`config.mk`:
```
export PLATFORM = sky130hd
export DESIGN_NAME = websocket_frame_deframer_unit
export DESIGN_NICKNAME = d
export VERILOG_FILES = /design/src/rtl/wsdf_pkg.sv /design/src/rtl/websocket_frame_deframer_unit.sv /design/src/rtl/wsdf_front.sv /design/src/rtl/wsdf_queue.sv /design/src/rtl/wsdf_back.sv
export SDC_FILE = /design/constraint.sdc
export NUM_CORES = 1
export LEC_CHECK = 0
export ABC_CLOCK_PERIOD_IN_PS = 9600
export BUFFER_PORTS_ARGS = -buffer_cell sky130_fd_sc_hd__buf_4
export CELL_PAD_IN_SITES_DETAIL_PLACEMENT = 1
export CELL_PAD_IN_SITES_GLOBAL_PLACEMENT = 1
export CORE_MARGIN = 2
export CORE_UTILIZATION = 52
export DETAILED_ROUTE_END_ITERATION = 6
export GPL_ROUTABILITY_DRIVEN = 0
export PLACE_DENSITY_LB_ADDON = 0.1
export SLEW_MARGIN = 20
export SYNTH_ARGS = -nofsm -noshare
export SYNTH_HDL_FRONTEND = slang
export SYNTH_SLANG_ARGS = --single-unit
```
`constraint.sdc`:
```
create_clock -name clk -period 9.6 [get_ports clk]
set_clock_uncertainty 0.2 [all_clocks]
set_input_delay 0.96 -clock clk [delete_from_list [all_inputs] [get_ports clk]]
set_output_delay 0.96 -clock clk [all_outputs]
set_load 0.02 [all_outputs]
```
`src/rtl/wsdf_pkg.sv`:
```
// ----------------------------------------------------------------------------
// wsdf_pkg - shared types for the WebSocket frame deframer
// Parse phases, opcodes, result kinds and the front-to-back queue entry.
// ----------------------------------------------------------------------------
package wsdf_pkg;

  typedef enum logic [2:0] {
    PH_HDR0    = 3'd0,
    PH_HDR1    = 3'd1,
    PH_EXT_HI  = 3'd2,
    PH_EXT_LO  = 3'd3,
    PH_KEY     = 3'd4,
    PH_PAYLOAD = 3'd5,
    PH_HALT    = 3'd6
  } phase_t;

  typedef enum logic [2:0] {
    KIND_TEXT  = 3'd0,
    KIND_PING  = 3'd1,
    KIND_EPING = 3'd2,
    KIND_CLOSE = 3'd3,
    KIND_ERROR = 3'd4
  } kind_t;

  localparam logic [3:0] OP_TEXT  = 4'h1;
  localparam logic [3:0] OP_CLOSE = 4'h8;
  localparam logic [3:0] OP_PING  = 4'h9;

  localparam logic [6:0] LEN_EXT16 = 7'd126;
  localparam logic [6:0] LEN_EXT64 = 7'd127;

  // One classified result on its way to the back end.
  typedef struct packed {
    logic [7:0] data;    // raw payload byte, 0 for events
    logic [7:0] key;     // mask key byte for this payload position
    logic       unmask;  // apply key to data
    kind_t      kind;
    logic       last;
  } entry_t;

endpackage

```
`src/rtl/websocket_frame_deframer_unit.sv`:
```
// ----------------------------------------------------------------------------
// websocket_frame_deframer_unit - WebSocket receive frame parser
// A result passes through the queue and then the output register before it reaches out_*.
// Throughput: one byte per cycle while the queue has room; the parser steps once per accepted byte.
// A 2-entry queue and an output register decouple input from output stalls.
// Reset (rst_n low, synchronous): parser to frame start, queue and output empty.
// ----------------------------------------------------------------------------
module websocket_frame_deframer_unit (
  input  logic       clk,
  input  logic       rst_n,
  // input stream
  input  logic       in_tvalid,
  output logic       in_tready,
  input  logic [7:0] in_tdata,   // [7:0] rx_byte
  input  logic       in_tuser,   // [0] resync
  // result stream
  output logic       out_tvalid,
  input  logic       out_tready,
  output logic [7:0] out_tdata,  // [7:0] data_byte
  output logic [2:0] out_tuser,  // [2:0] kind
  output logic       out_tlast   // last_of_frame
);

  // Front: header state machine, classifies each byte, at most one
  // result per accepted item.
  logic             item_fire;
  logic             emit;
  wsdf_pkg::entry_t entry;

  // Queue status and head
  logic             q_full;
  logic             q_valid;
  logic             q_pop;
  wsdf_pkg::entry_t q_head;

  // Ready depends only on queue space, so a waiting result never blocks
  // the next byte while there is room.
  assign in_tready = !q_full;
  assign item_fire = in_tvalid && in_tready;

  wsdf_front u_front (
    .clk       (clk),
    .rst_n     (rst_n),
    .item_fire (item_fire),
    .rx_byte   (in_tdata),
    .resync    (in_tuser),
    .emit      (emit),
    .entry     (entry)
  );

  wsdf_queue u_queue (
    .clk        (clk),
    .rst_n      (rst_n),
    .push       (emit),
    .push_entry (entry),
    .pop        (q_pop),
    .full       (q_full),
    .not_empty  (q_valid),
    .head       (q_head)
  );

  // Back: unmask text bytes into the output register.
  wsdf_back u_back (
    .clk        (clk),
    .rst_n      (rst_n),
    .q_valid    (q_valid),
    .q_head     (q_head),
    .q_pop      (q_pop),
    .out_tvalid (out_tvalid),
    .out_tready (out_tready),
    .out_tdata  (out_tdata),
    .out_tuser  (out_tuser),
    .out_tlast  (out_tlast)
  );

endmodule

```
`src/rtl/wsdf_front.sv`:
```
// ----------------------------------------------------------------------------
// wsdf_front - header parser and byte classifier
// Walks the frame header, holds length and mask key, tags each payload byte.
// ----------------------------------------------------------------------------
module wsdf_front (
  input  logic                clk,
  input  logic                rst_n,
  input  logic                item_fire,
  input  logic [7:0]          rx_byte,
  input  logic                resync,
  output logic                emit,
  output wsdf_pkg::entry_t    entry
);

  wsdf_pkg::phase_t phase_r, phase_nxt;
  logic [3:0]  opcode_r, opcode_nxt;
  logic        mask_r, mask_nxt;
  logic [31:0] key_r, key_nxt;
  logic [15:0] left_r, left_nxt;
  logic [1:0]  idx_r, idx_nxt;

  logic        hdr_done;
  logic [15:0] left_dec;
  logic        pay_last;
  logic [7:0]  key_byte;

  assign left_dec = left_r - 16'd1;
  assign pay_last = (left_dec == '0);

  always_comb begin
    case (idx_r)
      2'd0:    key_byte = key_r[31:24];
      2'd1:    key_byte = key_r[23:16];
      2'd2:    key_byte = key_r[15:8];
      default: key_byte = key_r[7:0];
    endcase
  end

  // Next state
  always_comb begin
    phase_nxt  = phase_r;
    opcode_nxt = opcode_r;
    mask_nxt   = mask_r;
    key_nxt    = key_r;
    left_nxt   = left_r;
    idx_nxt    = idx_r;
    hdr_done   = 1'b0;

    if (item_fire) begin
      if (resync) begin
        phase_nxt  = wsdf_pkg::PH_HDR0;
        opcode_nxt = '0;
        mask_nxt   = 1'b0;
        key_nxt    = '0;
        left_nxt   = '0;
        idx_nxt    = '0;
      end else begin
        unique case (phase_r)
          wsdf_pkg::PH_HDR0: begin
            opcode_nxt = rx_byte[3:0];
            phase_nxt  = wsdf_pkg::PH_HDR1;
          end
          wsdf_pkg::PH_HDR1: begin
            mask_nxt = rx_byte[7];
            if (rx_byte[6:0] == wsdf_pkg::LEN_EXT64) begin
              phase_nxt = wsdf_pkg::PH_HALT;
            end else if (rx_byte[6:0] == wsdf_pkg::LEN_EXT16) begin
              phase_nxt = wsdf_pkg::PH_EXT_HI;
            end else begin
              left_nxt = {9'd0, rx_byte[6:0]};
              if (rx_byte[7]) begin
                idx_nxt   = '0;
                phase_nxt = wsdf_pkg::PH_KEY;
              end else begin
                hdr_done = 1'b1;
              end
            end
          end
          wsdf_pkg::PH_EXT_HI: begin
            left_nxt  = {rx_byte, 8'd0};
            phase_nxt = wsdf_pkg::PH_EXT_LO;
          end
          wsdf_pkg::PH_EXT_LO: begin
            left_nxt = {left_r[15:8], rx_byte};
            if (mask_r) begin
              idx_nxt   = '0;
              phase_nxt = wsdf_pkg::PH_KEY;
            end else begin
              hdr_done = 1'b1;
            end
          end
          wsdf_pkg::PH_KEY: begin
            key_nxt = {key_r[23:0], rx_byte};
            if (idx_r == 2'd3) hdr_done = 1'b1;
            else               idx_nxt  = idx_r + 2'd1;
          end
          wsdf_pkg::PH_PAYLOAD: begin
            left_nxt = left_dec;
            idx_nxt  = idx_r + 2'd1;
            if (pay_last) begin
              phase_nxt = (opcode_r == wsdf_pkg::OP_CLOSE) ? wsdf_pkg::PH_HALT
                                                           : wsdf_pkg::PH_HDR0;
            end
          end
          wsdf_pkg::PH_HALT: begin
          end
          default: phase_nxt = wsdf_pkg::PH_HALT;
        endcase

        // Header complete: payload phase, or back to start / halt when empty.
        if (hdr_done) begin
          idx_nxt = '0;
          if (left_nxt != '0) begin
            phase_nxt = wsdf_pkg::PH_PAYLOAD;
          end else if (opcode_r == wsdf_pkg::OP_CLOSE) begin
            phase_nxt = wsdf_pkg::PH_HALT;
          end else begin
            phase_nxt = wsdf_pkg::PH_HDR0;
          end
        end
      end
    end
  end

  // Outputs: result tagging
  always_comb begin
    emit  = 1'b0;
    entry = '{data: 8'd0, key: 8'd0, unmask: 1'b0,
              kind: wsdf_pkg::KIND_TEXT, last: 1'b0};

    if (item_fire && !resync) begin
      unique case (phase_r)
        wsdf_pkg::PH_HDR1: begin
          if (rx_byte[6:0] == wsdf_pkg::LEN_EXT64) begin
            emit       = 1'b1;
            entry.kind = wsdf_pkg::KIND_ERROR;
            entry.last = 1'b1;
          end
        end
        wsdf_pkg::PH_PAYLOAD: begin
          entry.last = pay_last;
          if (opcode_r == wsdf_pkg::OP_TEXT) begin
            emit         = 1'b1;
            entry.data   = rx_byte;
            entry.key    = key_byte;
            entry.unmask = mask_r;
            entry.kind   = wsdf_pkg::KIND_TEXT;
          end else if (opcode_r == wsdf_pkg::OP_PING) begin
            emit       = 1'b1;
            entry.data = rx_byte;
            entry.kind = wsdf_pkg::KIND_PING;
          end else if (opcode_r == wsdf_pkg::OP_CLOSE && pay_last) begin
            emit       = 1'b1;
            entry.kind = wsdf_pkg::KIND_CLOSE;
          end
        end
        default: begin
        end
      endcase

      // Empty frame: report close or empty ping once the header is in.
      if (hdr_done && left_nxt == '0) begin
        if (opcode_r == wsdf_pkg::OP_CLOSE) begin
          emit       = 1'b1;
          entry.kind = wsdf_pkg::KIND_CLOSE;
          entry.last = 1'b1;
        end else if (opcode_r == wsdf_pkg::OP_PING) begin
          emit       = 1'b1;
          entry.kind = wsdf_pkg::KIND_EPING;
          entry.last = 1'b1;
        end
      end
    end
  end

  always_ff @(posedge clk) begin
    if (!rst_n) begin
      phase_r  <= wsdf_pkg::PH_HDR0;
      opcode_r <= '0;
      mask_r   <= 1'b0;
      key_r    <= '0;
      left_r   <= '0;
      idx_r    <= '0;
    end else begin
      phase_r  <= phase_nxt;
      opcode_r <= opcode_nxt;
      mask_r   <= mask_nxt;
      key_r    <= key_nxt;
      left_r   <= left_nxt;
      idx_r    <= idx_nxt;
    end
  end

endmodule

```
`src/rtl/wsdf_queue.sv`:
```
// ----------------------------------------------------------------------------
// wsdf_queue - two-entry queue between parser and output stage
// Push and pop may happen in the same cycle.
// ----------------------------------------------------------------------------
module wsdf_queue (
  input  logic             clk,
  input  logic             rst_n,
  input  logic             push,
  input  wsdf_pkg::entry_t push_entry,
  input  logic             pop,
  output logic             full,
  output logic             not_empty,
  output wsdf_pkg::entry_t head
);

  wsdf_pkg::entry_t slot_r [2];
  logic       wr_ptr_r, wr_ptr_nxt;
  logic       rd_ptr_r, rd_ptr_nxt;
  logic [1:0] cnt_r, cnt_nxt;

  assign full      = (cnt_r == 2'd2);
  assign not_empty = (cnt_r != 2'd0);
  assign head      = slot_r[rd_ptr_r];

  always_comb begin
    wr_ptr_nxt = wr_ptr_r ^ push;
    rd_ptr_nxt = rd_ptr_r ^ pop;
    cnt_nxt    = cnt_r + {1'b0, push} - {1'b0, pop};
  end

  always_ff @(posedge clk) begin
    if (push) slot_r[wr_ptr_r] <= push_entry;
  end

  always_ff @(posedge clk) begin
    if (!rst_n) begin
      wr_ptr_r <= 1'b0;
      rd_ptr_r <= 1'b0;
      cnt_r    <= '0;
    end else begin
      wr_ptr_r <= wr_ptr_nxt;
      rd_ptr_r <= rd_ptr_nxt;
      cnt_r    <= cnt_nxt;
    end
  end

endmodule

```
`src/rtl/wsdf_back.sv`:
```
// ----------------------------------------------------------------------------
// wsdf_back - unmask and output register
// Applies the mask key to text bytes and holds the result for the sink.
// ----------------------------------------------------------------------------
module wsdf_back (
  input  logic             clk,
  input  logic             rst_n,
  input  logic             q_valid,
  input  wsdf_pkg::entry_t q_head,
  output logic             q_pop,
  output logic             out_tvalid,
  input  logic             out_tready,
  output logic [7:0]       out_tdata,
  output logic [2:0]       out_tuser,
  output logic             out_tlast
);

  logic             valid_r, valid_nxt;
  logic [7:0]       data_r;
  wsdf_pkg::kind_t  kind_r;
  logic             last_r;

  assign q_pop     = q_valid && (!valid_r || out_tready);
  assign valid_nxt = q_pop || (valid_r && !out_tready);

  always_ff @(posedge clk) begin
    if (!rst_n) valid_r <= 1'b0;
    else        valid_r <= valid_nxt;
  end

  always_ff @(posedge clk) begin
    if (q_pop) begin
      data_r <= q_head.unmask ? (q_head.data ^ q_head.key) : q_head.data;
      kind_r <= q_head.kind;
      last_r <= q_head.last;
    end
  end

  assign out_tvalid = valid_r;
  assign out_tdata  = data_r;
  assign out_tuser  = kind_r;
  assign out_tlast  = last_r;

endmodule

```
== Word-level counts from Yosys, hierarchy flattened ==
Memories as Yosys holds them, arrays and structs flattened. A register that Yosys moved wholly into a read port is not among the register bits.
Cells that the tools add are included.
Word-level totals
  flip-flop bits (word level): 75
  bits in latches: 0
  bits in writable memories: 42
  memory bits (read-only): 0
  word-level logic and storage cells: 140
  memories: 1
Operators by class
  add/sub/neg operators: 4
  multiply operators: 0
  div/mod/pow operators: 0
  order comparisons: 0
  eq/ne operators: 23
  shift operators: 0
  mux-type cells: 68
  bitwise logic cells: 3
  reductions and logical operators: 28
Memories
  u_queue.slot_r: depth 2, bits a word 21, rd ports 1, clocked after Yosys merged registers in 1, write ports 1, line wsdf_queue.sv:16  | wsdf_pkg::entry_t slot_r [2];
Operator list (count)
  $mux 16: 6
  $mux 32: 2
  $pmux 16 s4: 1
  $logic_not 16->1: 2
  $mux 3: 10
  $mux 4: 6
  $mux 8: 3
  $pmux 8 s3: 1
  $mux 1: 22
  $mux 21: 1
  $mux 2: 9
  $pmux 3 s6: 1
  $mux 17: 1
  $reduce_bool 16->1: 1
  $sub 16x1->16 const B: 1
  $eq 7x7->1 const B: 2
  $eq 3x3->1 const B: 3
  $mux 9: 1
  $eq 4x4->1 const B: 2
  $ne 4x2->1 const B: 2
  $ne 4x3->1 const B: 2
  $ne 4x4->1 const B: 2
  $pmux 2 s4: 1
  $pmux 4 s2: 1
  other kinds (25): 43

== Logic depth before layout (Yosys ltp) ==
Gate-level depths: netlist of run 1.
  word-level depth: 14
  depth in mapped cells: 16
  mapped depth without buffers: 14

== Modules after synthesis ==
A second synthesis of run 1 with hierarchy kept.
Second synthesis, totals
  cells, all modules: 668
  area, all modules: 6500.0 µm²
By module, submodules not included
  wsdf_front: times used 1, cells each 547, area each 4056.4 µm²
  wsdf_queue: times used 1, cells each 86, area each 1831.8 µm²
  wsdf_back: times used 1, cells each 33, area each 601.8 µm²
  websocket_frame_deframer_unit: times used 1, cells each 2, area each 10.0 µm²

== Least setup slack after synthesis of run 1 ==
No wires, ideal clock.
  path type: input port to flip-flop
  from: input port in_tdata[1]
  to: memory u_queue.slot_r[0][0] (netlist bit) (enable)
  library setup time: 0.379 ns
  arrival time: 3.587 ns
  required time: 9.021 ns
  setup slack: 5.434 ns
  stages: 10
  buffers on the path: 1
  cells stage by stage: clkbuf_1 > and3b_1 > a21oi_1 > or3_1 > a211oi_1 > nand4b_1 > nor4_1 > a21boi_0 > o21ai_0 > ha_1
On the way
  cells in the longest elaborated chain, start to end: 14
Ends and longest elaborated chain
  from (decl): line websocket_frame_deframer_unit.sv:14  | input logic [7:0] in_tdata,
  $eq 7x7->1: line wsdf_front.sv:67  | end else if (rx_byte[6:0] == wsdf_pkg::LEN_EXT16) begin
  $mux 16: line wsdf_front.sv:67
  $mux 16: line wsdf_front.sv:65  | if (rx_byte[6:0] == wsdf_pkg::LEN_EXT64) begin
  $pmux 16 s4: line wsdf_front.sv:58  | unique case (phase_r)
  $mux 16: line wsdf_front.sv:50  | if (resync) begin
  $mux 16: line wsdf_front.sv:49  | if (item_fire) begin
  $mux 16: line wsdf_front.sv:50
  $mux 16: line wsdf_front.sv:49
  $logic_not 16->1: line wsdf_front.sv:162  | if (hdr_done && left_nxt == '0) begin
  $logic_and 1x1->1: line wsdf_front.sv:162
  $mux 1 (*): line wsdf_front.sv:162
  $mux 1 (*): line wsdf_front.sv:131  | if (item_fire && !resync) begin
  $mux 1 (*): line wsdf_queue.sv:32  | if (push) slot_r[wr_ptr_r] <= push_entry;
  $mux 1 (not written as such) (*): line wsdf_queue.sv:32
  to (decl): line wsdf_queue.sv:16
Mark *: on every way between the ends. The rest lies on a longest branch, timed or not. The select of a mux whose other input is x is not followed.

== Final worst setup path of run 1 ==
  from: register u_front.phase_r[2]
  to: memory u_queue.slot_r[0][16] (netlist bit) (enable)
On the way
  cells in the longest elaborated chain, start to end: 12
Ends and longest elaborated chain
  from (decl): line wsdf_front.sv:15  | wsdf_pkg::phase_t phase_r, phase_nxt;
  from (signal assigned): line wsdf_front.sv:178  | phase_r <= wsdf_pkg::PH_HDR0;
  from (signal assigned): line wsdf_front.sv:185  | phase_r <= phase_nxt;
  $eq 3x3->1 (tied with other cells): line wsdf_front.sv:58, wsdf_front.sv:132
  $pmux 16 s4: line wsdf_front.sv:58
  $mux 16: line wsdf_front.sv:50
  $mux 16: line wsdf_front.sv:49
  $mux 16: line wsdf_front.sv:50
  $mux 16: line wsdf_front.sv:49
  $logic_not 16->1: line wsdf_front.sv:162
  $logic_and 1x1->1: line wsdf_front.sv:162
  $mux 1 (*): line wsdf_front.sv:162
  $mux 1 (*): line wsdf_front.sv:131
  $mux 1 (*): line wsdf_queue.sv:32
  $mux 1 (not written as such) (*): line wsdf_queue.sv:32
Marked as above.

==> reports/results.tsv, run 1 <==
stage	metric	value	unit
outcome	run_status	finished clean	
synth	ys_ff_latch	118	
cts	clk_path_buf_depth	2	
synth	yosysUniqueCellTypes	76	
flow_run	drv_cap	0	
cells_and_area	nets	692	
min_path	hp-class	reg -> reg	
die	die_h	114.7	um
critical_path	worst-setup-path-type	reg -> reg	
critical_path	reg2reg_depth	9	
pwr	p_leak	2.407	nW
global_routing	grt_pass1_wl	30760	um
sta	period_share	54.24	%
global_routing	grt_max_degree	66	
synth	yosysWarnings	0	
pwr	p_switching	452.2	uW
die	dieArea	13160	um^2
cells_and_area	antenna_cells	0	
sta	setup_tns	0	ns
critical_path	r2r_setup_slack	4.39	ns
synth	syn_area	6374	um^2
critical_path	arrival	5.05	ns
drt	drtPass1Iterations	5	
drt	routedWlPerCell	23.55	um
drt	drcViolationCount	0	
synth	syn_nets	699	
die	die_w	114.7	um
sta	post-route-min-period	5.207	ns
sta	setup_viol	0	
synth	syn_area_per_cell	9.428	um^2
synth	yosysSeqAreaShare	45.54	%
critical_path	r2r-start	u_front.phase_r[2]	
sta	worstMarginPinSlew	1.070	ns
critical_path	r2r-end	u_queue.slot_r[0][16]	
die	num_rows	40	
pwr	switching_share	30.78	%
critical_path	path_max_fanout	25	
pwr	seqPwrFrac	40.5	%
sta	rsz0062_at_grt	no	
critical_path	endpoint	u_queue.slot_r[0][16]	
global_routing	antenna_found_initial	0	
cts	post_cts_buffers	0	
pwr	peakVddDrop	156.9	uV
die	coreArea	12010	um^2
synth	ys.flop_type	dfxtp_1	
die	start_util	53.06	%
pwr	p_clk_share	41.6	%
drt	drt_wl_total	19520	um
synth	synthTopCellsByCount	dfxtp_1 (64), nor2b_1 (56), edfxtp_1 (54)	
cells_and_area	syn_to_final_growth	11.82	%
sta	slew_violations	0	
cells_and_area	ff_latch_area	2903	um^2
synth	synth_top_area_share	25.44	%
critical_path	required	9.45	ns
global_routing	grt_usage	30.81	%
drt	drt_iter0_drc	475	
pwr	p_int	1.017	mW
pwr	power	1.469	mW
cts	cts_root_buf	clkbuf_16	
drt	detail_route.vias_per_cell	6.697	
critical_path	crit_path_cell_trace	clkinv_1, a31o_2, a221o_1, a2111oi_0, nand4b_1, nor4_1, a21boi_0, o21ai_0, ha_1	
sta	fmax	0.1921	GHz
pwr	p_comb_share	18.0	%
critical_path	crit_start	u_front.phase_r[2]	
cts	clk_pin_slew	0.06	ns
synth	synth-edff-count	54	
cts	clock_sinks	118	
cts	clkLatencyLatePin	0.44	ns
critical_path	cp-start-kind	flip-flop	
cts	cts_buffers	17	
cts	htreeDepth	4	
pwr	power.density	206.1	nW/um^2
placement	numPortBuffers	26	
placement	post-dp-hpwl	12290	um
sta	slew_headroom	28.68	%
synth	yosys.cell_count.top_type	dfxtp_1	
global_routing	grt_overflow_total	0	
die	io_pins	27	
synth	syn_inst	676	
global_routing	grt_pass1_vias	5507	
critical_path	crit_slowest_cell	ha_1	
synth	yosysTopAreaCell	edfxtp_1	
cells_and_area	n_fill_cell	1355	
cts	postCtsHoldBufs	0	
cells_and_area	drive_gt1_share	11.73	%
critical_path	cpPeakStageDelay	0.95	ns
drt	num_vias	5552	
cts	cts_tree	built	
cts	cts_resized	0	
cells_and_area	fin_util	59.33	%
synth	synth_area_leaders	edfxtp_1 (25%), dfxtp_1 (20%), nor2b_1 (5.5%), a22oi_1 (4.9%), clkbuf_1 (2.8%)	
drt	antenna_left	0	
synth	async_reset_ff_share	0	%
sta	hold_violations	0	
cells_and_area	multi_input_area	3181	um^2
sta	hold_ws	0.3339	ns
critical_path	endpoint_kind	flip-flop	
logic make-up (layout without fill, tap and decap cells):
family | count (synthesis) | in the layout | synth area share, %
and+or+nand+nor | 268 | 268 | 23.97
AOI/OAI and AO/OA | 176 | 176 | 19.42
DFF | 118 | 118 | 45.54
buffers and inverters | 74 | 80 | 4.770
xor gates and xnor gates | 23 | 23 | 3.161
adders and majority gates | 10 | 10 | 1.963
muxes | 7 | 7 | 1.178
sequential cells by signal, indices dropped and copies added (netlist names), 2 cells and up, named ones only:
register / cells
u_queue.slot_r: 42
u_front.key_r: 32
u_front.left_r: 16
u_back.out_tdata: 8
u_front.opcode_r: 4
u_back.out_tuser: 3
u_front.phase_r: 3
u_front.idx_r: 2
u_queue.cnt_r: 2
cells in the final DEF (no fill, tap or decap), drive strengths merged, types with 16 or more instances in the layout:
cell	instances
dfxtp	64
a21oi	30
clkbuf	20
nor2b	56
o21ai	33
edfxtp	54
and2	23
inv	20
nand2	43
a22oi	42
nor2	43
buf	31
nor3	16
through the flow:
stage | std cells | area (um^2) | setup WS (ns)
floorplan | 676 | 6374 | 5.434
global placement | 797 | 6554 | 4.737
detailed placement | 797 | 6561 | 4.580
CTS | 829 | 7124 | 4.456
global route | 829 | 7127 | 3.947
finish | 829 | 7127 | 4.393
worst min path at each step:
stage	startpoint	to	depth (start not counted)
2_1_floorplan	u_front.opcode_r[1]	u_front.opcode_r[1]	2
3_3_place_gp	u_front.opcode_r[1]	u_front.opcode_r[1]	2
3_5_place_dp	u_front.opcode_r[2]	u_front.opcode_r[2]	2
4_1_cts	u_front.key_r[30]	u_front.key_r[30]	2
5_1_grt	u_front.key_r[30]	u_front.key_r[30]	2
6_report	u_front.key_r[30]	u_front.key_r[30]	2
cell type report:
class | instances | area share, %
inverter | 17 | 0.8954
timing repair buffer | 31 | 3.265
multi-input combinational | 484 | 44.63
sequential | 118 | 40.73
tap | 147 | 2.581
clock buffer | 20 | 6.619
clock inverter | 12 | 1.282
power groups by stage:
stage | combinational [mW] | sequential, mW | clock [mW]
floorplan | 0.166 | 0.605 | 0
global placement | 0.245 | 0.603 | 0
detailed placement | 0.255 | 0.604 | 0
CTS | 0.260 | 0.595 | 0.616
global route | 0.287 | 0.599 | 0.639
finish | 0.264 | 0.595 | 0.611
critical path: cells and delay by family, from the launching register on:
kind | cells | cell delay (ns)
AO/OA/AOI/OAI | 5 | 1.67
adder cells (fa/ha/maj) | 1 | 0.95
buffers and inverters | 1 | 0.48
flip-flops | 1 | 0.81
AND/OR/NAND/NOR | 2 | 0.70
routing by layer:
layer / vias to the layer above / global-route usage [%] / wire [um]
met5: - / 0 / 0
li1: 2488 / - / -
met4: 0 / 11.16 / 411
met2: 240 / 48.64 / 9380
met1: 2783 / 40.81 / 8413
met3: 41 / 8.523 / 1315
No activity file was read; power rests on OpenSTA's default activity.
==> run 2, diff against run 1 <==
--- a/config.mk
+++ b/config.mk
@@ -5,12 +5,12 @@
 export SDC_FILE = /design/constraint.sdc
 export NUM_CORES = 1
 export LEC_CHECK = 0
-export ABC_CLOCK_PERIOD_IN_PS = 9600
+export ABC_CLOCK_PERIOD_IN_PS = 5240
 export BUFFER_PORTS_ARGS = -buffer_cell sky130_fd_sc_hd__buf_4
 export CELL_PAD_IN_SITES_DETAIL_PLACEMENT = 1
 export CELL_PAD_IN_SITES_GLOBAL_PLACEMENT = 1
 export CORE_MARGIN = 2
-export CORE_UTILIZATION = 52
+export CORE_UTILIZATION = 48
 export DETAILED_ROUTE_END_ITERATION = 6
 export GPL_ROUTABILITY_DRIVEN = 0
 export PLACE_DENSITY_LB_ADDON = 0.1
==> constraint.sdc (replaced) <==
create_clock -name clk -period 5.24 [get_ports clk]
set_clock_uncertainty 0.2 [all_clocks]
set_input_delay 0.524 -clock clk [delete_from_list [all_inputs] [get_ports clk]]
set_output_delay 0.524 -clock clk [all_outputs]
set_load 0.02 [all_outputs]
==> run 2 against run 1 <==
Against the previous run: power increased by 89%; largest power group unchanged; combinational power is 80% higher; sequential power increased by 83%; critical path type unchanged.
==> reports/results.tsv, run 2 (synthesized netlist as in run 1, its figures left out) <==
stage	metric	value	unit	change
cells_and_area	antenna_cells	0		unchanged
die	start_util	48.71	%	was 53.06%
min_path	hp-class	in -> reg		was reg -> reg
cells_and_area	largest_register_ffs	42		unchanged
critical_path	required	5.14	ns	was 9.45 ns
cells_and_area	fin_util	55.36	%	was 59.33%
critical_path	reg2reg_depth	10		was 9
die	num_rows	42		was 40
cts	cts_resized	0		unchanged
outcome	run_status	finished clean		unchanged
critical_path	cp-start-kind	flip-flop		unchanged
cells_and_area	nets	696		was 692
pwr	p_leak	2.448	nW	was 2.407 nW
cells_and_area	top_regs	u_queue.slot_r (42), u_front.key_r (32), u_front.left_r (16)		unchanged
sta	post-route-min-period	4.554	ns	was 5.207 ns
critical_path	worst-setup-path-type	reg -> reg		unchanged
sta	hold_violations	0		unchanged
sta	setup_viol	0		unchanged
global_routing	grt_max_degree	66		unchanged
pwr	p_comb_share	17.1	%	was 18.0%
cts	post_cts_buffers	0		unchanged
cells_and_area	drive_gt1_share	12.10	%	was 11.73%
flow_run	drv_cap	0		unchanged
drt	num_vias	5386		was 5552
critical_path	endpoint_kind	flip-flop		unchanged
sta	period_share	86.92	%	was 54.24%
critical_path	arrival	4.45	ns	was 5.05 ns
pwr	seqPwrFrac	39.3	%	was 40.5%
pwr	p_int	1.975	mW	was 1.017 mW
die	io_pins	27		unchanged
drt	drt_wl_total	18810	um	was 19520 um
cts	htreeDepth	4		unchanged
die	dieArea	14220	um^2	was 13160 um^2
drt	drt_iter0_drc	686		was 475
drt	routedWlPerCell	21.82	um	was 23.55 um
cts	postCtsHoldBufs	0		unchanged
critical_path	path_max_fanout	28		was 25
cells_and_area	syn_to_final_growth	13.66	%	was 11.82%
cells_and_area	regMostFlops	u_queue.slot_r		unchanged
cells_and_area	final_cell_mix	dfxtp_1 (64), nor2b_1 (56), edfxtp_1 (54)		unchanged
critical_path	endpoint	u_queue.slot_r[0][10]		was u_queue.slot_r[0][16]
pwr	peakVddDrop	193.2	uV	was 156.9 uV
cts	cts_root_buf	clkbuf_16		unchanged
die	die_w	119.2	um	was 114.7 um
global_routing	grt_usage	27.17	%	was 30.81%
sta	rsz0062_at_grt	no		unchanged
drt	antenna_left	0		unchanged
pwr	switching_share	28.98	%	was 30.78%
global_routing	grt_overflow_total	0		unchanged
pwr	power	2.780	mW	was 1.469 mW
global_routing	grt_pass1_wl	29850	um	was 30760 um
critical_path	r2r-start	u_front.phase_r[0]		was u_front.phase_r[2]
die	die_h	119.2	um	was 114.7 um
sta	worstMarginPinSlew	0.8768	ns	was 1.070 ns
cts	cts_buffers	17		unchanged
global_routing	grt_pass1_vias	5383		was 5507
cells_and_area	final_common_cell	dfxtp_1		unchanged
cts	clkLatencyLatePin	0.43	ns	was 0.44 ns
sta	slew_violations	0		unchanged
sta	slew_headroom	41.47	%	was 28.68%
global_routing	antenna_found_initial	0		unchanged
critical_path	r2r_setup_slack	0.69	ns	was 4.39 ns
critical_path	r2r-end	u_queue.slot_r[0][10]		was u_queue.slot_r[0][16]
drt	detail_route.vias_per_cell	6.248		was 6.697
cts	clk_path_buf_depth	2		unchanged
critical_path	crit_start	u_front.phase_r[0]		was u_front.phase_r[2]
sta	setup_tns	0	ns	unchanged
pwr	power.density	383.8	nW/um^2	was 206.1 nW/um^2
cells_and_area	n_fill_cell	1450		was 1355
drt	drtPass1Iterations	5		unchanged
pwr	p_switching	805.7	uW	was 452.2 uW
sta	fmax	0.2196	GHz	was 0.1921 GHz
cts	cts_tree	built		unchanged
placement	numPortBuffers	26		unchanged
cts	clock_sinks	118		unchanged
placement	post-dp-hpwl	12510	um	was 12290 um
pwr	p_clk_share	43.7	%	was 41.6%
drt	drcViolationCount	0		unchanged
cts	clk_pin_slew	0.06	ns	about the same
die	coreArea	13090	um^2	was 12010 um^2
==> run 2: cell types whose count changed in the layout (fill, tap and decap cells not counted), sizes merged <==
| cell | delta |
|---|---|
| clkbuf | -2 |
| inv | -1 |
| buf | +4 |
| bufinv | +3 |
==> run 2: worst min-delay path by stage <==
stage | start | to | slack, ns | cells after the start
CTS | in_tdata[7] | u_front.mask_r | 0.25 | 3
detailed placement | u_front.opcode_r[2] | u_front.opcode_r[2] | 0.32 | 2
global placement | u_front.opcode_r[1] | u_front.opcode_r[1] | 0.29 | 2
global route | in_tdata[6] | u_front.key_r[6] | 0.29 | 3
finish | in_tdata[7] | u_front.key_r[7] | 0.26 | 3
floorplan | u_front.opcode_r[1] | u_front.opcode_r[1] | 0.28 | 2
==> run 2: per-layer routing <==
| metal | up-vias | wire length (um) | GRT usage (%) |
|---|---|---|---|
| li1 | 2500 | - | - |
| met1 | 2688 | 8449 | 37.03 |
| met2 | 174 | 8992 | 43.57 |
| met3 | 24 | 1107 | 5.125 |
| met4 | 0 | 255 | 9.077 |
| met5 | - | 0 | 0 |
==> run 2: layout make-up <==
type                       count  area [um^2]  area share, %
clock buffer                  18        439.2          6.062
clock inverter                14        175.2          2.418
tap                          176        220.2          3.040
inverter                      17        63.81         0.8808
timing repair buffer          35        262.8          3.627
sequential                   118         2903          40.07
multi-input combinational    484         3181          43.90
==> run 2: metrics by stage <==
stage	setup WS (ns)	hold WS (ns)	instances	area, um^2
finish	0.6856	0.2636	862	7244
global placement	1.008	0.2899	830	6620
global route	0.4037	0.2852	862	7244
detailed placement	0.7881	0.3219	830	6630
CTS	0.7763	0.2524	862	7244
floorplan	1.086	0.2766	676	6374
==> run 2: power groups by stage <==
stage | logic (mW) | registers (mW) | clock network (mW)
4_1_cts | 0.475 | 1.09 | 1.23
2_1_floorplan | 0.305 | 1.11 | 0
6_report | 0.475 | 1.09 | 1.21
3_5_place_dp | 0.467 | 1.11 | 0
3_3_place_gp | 0.452 | 1.11 | 0
5_1_grt | 0.513 | 1.10 | 1.27
==> run 2: worst max-delay path, cell delays in order (launching register included) <==
cell and delay, ns:
dfxtp_1 0.89, nand3b_1 0.61, nor3_1 0.39, a21oi_1 0.15, a211oi_1 0.22, nand4b_1 0.18
nor4_1 0.49, a21boi_0 0.16, o21ai_0 0.39, ha_1 0.22, buf_4 0.29
==> run 3, diff against run 2 <==
--- a/config.mk
+++ b/config.mk
@@ -5,7 +5,7 @@
 export SDC_FILE = /design/constraint.sdc
 export NUM_CORES = 1
 export LEC_CHECK = 0
-export ABC_CLOCK_PERIOD_IN_PS = 5240
+export ABC_CLOCK_PERIOD_IN_PS = 5000
 export BUFFER_PORTS_ARGS = -buffer_cell sky130_fd_sc_hd__buf_4
 export CELL_PAD_IN_SITES_DETAIL_PLACEMENT = 1
 export CELL_PAD_IN_SITES_GLOBAL_PLACEMENT = 1
@@ -13,7 +13,7 @@
 export CORE_UTILIZATION = 48
 export DETAILED_ROUTE_END_ITERATION = 6
 export GPL_ROUTABILITY_DRIVEN = 0
-export PLACE_DENSITY_LB_ADDON = 0.1
+export PLACE_DENSITY = 0.76
 export SLEW_MARGIN = 20
 export SYNTH_ARGS = -nofsm -noshare
 export SYNTH_HDL_FRONTEND = slang
==> constraint.sdc (replaced) <==
create_clock -name clk -period 5 [get_ports clk]
set_clock_uncertainty 0.2 [all_clocks]
set_input_delay 0.5 -clock clk [delete_from_list [all_inputs] [get_ports clk]]
set_output_delay 0.5 -clock clk [all_outputs]
set_load 0.02 [all_outputs]
==> run 3 against run 2 <==
Against the previous run: critical path depth is the same; combinational power grew 8.6%; global-route usage is essentially flat.
==> reports/results.tsv, run 3 (synthesized netlist as in run 1, its figures left out) <==
stage	metric	value	unit	change
sta	fmax	0.2240	GHz	was 0.2196 GHz
drt	detail_route.vias_per_cell	6.299		was 6.248
sta	slew_headroom	39.84	%	was 41.47%
critical_path	worst-setup-path-type	reg -> reg		unchanged
pwr	peakVddDrop	219.3	uV	was 193.2 uV
die	coreArea	13090	um^2	unchanged
drt	antenna_left	0		unchanged
die	io_pins	27		unchanged
drt	drcViolationCount	0		unchanged
die	die_h	119.2	um	unchanged
die	die_w	119.2	um	unchanged
drt	drt_wl_total	18780	um	was 18810 um
global_routing	grt_overflow_total	0		unchanged
critical_path	arrival	4.35	ns	was 4.45 ns
cells_and_area	regMostFlops	u_queue.slot_r		unchanged
pwr	switching_share	27.62	%	was 28.98%
die	start_util	48.71	%	unchanged
sta	hold_ws	0.2606	ns	was 0.2636 ns
cts	cts_buffers	17		unchanged
sta	slew_violations	0		unchanged
pwr	seqPwrFrac	37.9	%	was 39.3%
cells_and_area	antenna_cells	0		unchanged
critical_path	cp-start-kind	flip-flop		unchanged
sta	period_share	89.30	%	was 86.92%
drt	drtPass1Iterations	7		was 5
pwr	power.density	411.1	nW/um^2	was 383.8 nW/um^2
die	dieArea	14220	um^2	unchanged
cts	htreeDepth	4		unchanged
cells_and_area	final_cell_mix	dfxtp_1 (64), nor2b_1 (56), edfxtp_1 (54)		unchanged
global_routing	grt_pass1_vias	5524		was 5383
placement	pre_cts_slack	0.5657	ns	was 0.7881 ns
sta	rsz0062_at_grt	no		unchanged
flow_run	drv_cap	0		unchanged
sta	setup_tns	0	ns	unchanged
pwr	p_switching	829.1	uW	was 805.7 uW
outcome	run_status	finished clean		unchanged
sta	worstMarginPinSlew	0.9012	ns	was 0.8768 ns
critical_path	crit_slowest_cell	dfxtp_1		unchanged
pwr	p_leak	2.479	nW	was 2.448 nW
die	num_rows	42		unchanged
pwr	p_comb_share	17.2	%	was 17.1%
sta	setup_viol	0		unchanged
pwr	power	3.002	mW	was 2.780 mW
critical_path	crit_path_cell_trace	nor2b_1, a31o_2, a221o_1, a2111oi_0, nand4b_1, nor4_2, a21boi_0, o21ai_0, ha_1, buf_4		was nand3b_1, nor3_1, a21oi_1, a211oi_1, nand4b_1, nor4_1, a21boi_0, o21ai_0, ha_1, buf_4
cells_and_area	nets	699		was 696
critical_path	path_depth	10		unchanged
cts	post_cts_buffers	0		unchanged
global_routing	grt_usage	27.14	%	was 27.17%
sta	worst_slack	0.5348	ns	was 0.6856 ns
cts	clk_pin_slew	0.06	ns	about the same
critical_path	endpoint_kind	flip-flop		unchanged
cts	postCtsHoldBufs	0		unchanged
cells_and_area	syn_to_final_growth	14.57	%	was 13.66%
cells_and_area	top_regs	u_queue.slot_r (42), u_front.key_r (32), u_front.left_r (16)		unchanged
cells_and_area	largest_register_ffs	42		unchanged
cts	cts_resized	0		unchanged
min_path	hp-class	in -> reg		unchanged
critical_path	path_delay_family	compound AO/OA/AOI/OAI gates		was simple AND/OR/NAND/NOR gates
cells_and_area	final_common_cell	dfxtp_1		unchanged
critical_path	reg2reg_depth	10		unchanged
placement	post-dp-hpwl	12410	um	was 12510 um
drt	drt_iter0_drc	613		was 686
placement	numPortBuffers	26		unchanged
min_path	hold_path_depth	3		unchanged
global_routing	grt_pass1_wl	30100	um	was 29850 um
cells_and_area	stdcell_area	7302	um^2	was 7244 um^2
drt	num_vias	5449		was 5386
sta	hold_violations	0		unchanged
cts	clock_sinks	118		unchanged
cts	cts_root_buf	clkbuf_16		unchanged
cts	cts_tree	built		unchanged
critical_path	required	4.88	ns	was 5.14 ns
critical_path	cpPeakStageDelay	0.91	ns	was 0.89 ns
placement	place_area	6650	um^2	was 6630 um^2
sta	post-route-min-period	4.465	ns	was 4.554 ns
critical_path	crit_buf_inv	1		unchanged
critical_path	path_max_fanout	28		unchanged
cells_and_area	drive_gt1_share	12.34	%	was 12.10%
pwr	p_clk_share	44.9	%	was 43.7%
drt	routedWlPerCell	21.71	um	was 21.82 um
pwr	p_int	2.172	mW	was 1.975 mW
cts	clkLatencyLatePin	0.41	ns	was 0.43 ns
global_routing	antenna_found_initial	0		unchanged
cts	clk_path_buf_depth	2		unchanged
global_routing	grt_max_degree	66		unchanged
[run 3: final timing paths]
check	start	endpoint	slack, ns
hold reg to reg	u_front.key_r[24]	u_front.key_r[24]	0.33
setup reg to reg	u_front.phase_r[0]	u_queue.slot_r[1][12]	0.53
setup / recovery	u_front.phase_r[0]	u_queue.slot_r[1][12]	0.53
hold / removal	in_tdata[4]	u_front.key_r[4]	0.26
[run 3: final cells by class]
type                            count  area, um^2
Multi-Input combinational cell    484        3184
Sequential cell                   118        2903
Inverter                           17       63.81
Clock buffer                       19       442.9
Fill cell                        1455        5783
Timing Repair Buffer               38       285.3
Tap cell                          176       220.2
Clock inverter                     13       202.7
[run 3: stage by stage]
stage | util (%) | cells
final | 55.80 | 865
after floorplan | - | 676
after global routing | 55.80 | 865
after CTS | 55.76 | 865
after detailed placement | 50.82 | 833
after global placement | 50.77 | 833
[run 3: layer usage]
| layer | global-route usage [%] | part of all wire, % | vias up |
|---|---|---|---|
| met5 | 0 | 0 | - |
| met4 | 9.821 | 2.4 | 0 |
| met3 | 5.460 | 6.5 | 35 |
| met2 | 43.10 | 47 | 234 |
| met1 | 36.80 | 44 | 2675 |
| li1 | - | - | 2505 |
[run 3: power by group through the flow]
stage          Combinational [mW]  Clock, mW  Sequential (mW)
5_1_grt                     0.561       1.41             1.15
2_1_floorplan               0.320          0             1.16
3_3_place_gp                0.485          0             1.15
6_report                    0.516       1.35             1.14
3_5_place_dp                0.498          0             1.16
4_1_cts                     0.516       1.36             1.14
[run 3: worst register-to-register path: stages, from the launching register on]
cell and delay, ns:
dfxtp_1 0.91, nor2b_1 0.19, a31o_2 0.30, a221o_1 0.35
a2111oi_0 0.49, nand4b_1 0.23, nor4_2 0.39, a21boi_0 0.13
o21ai_0 0.39, ha_1 0.25, buf_4 0.31
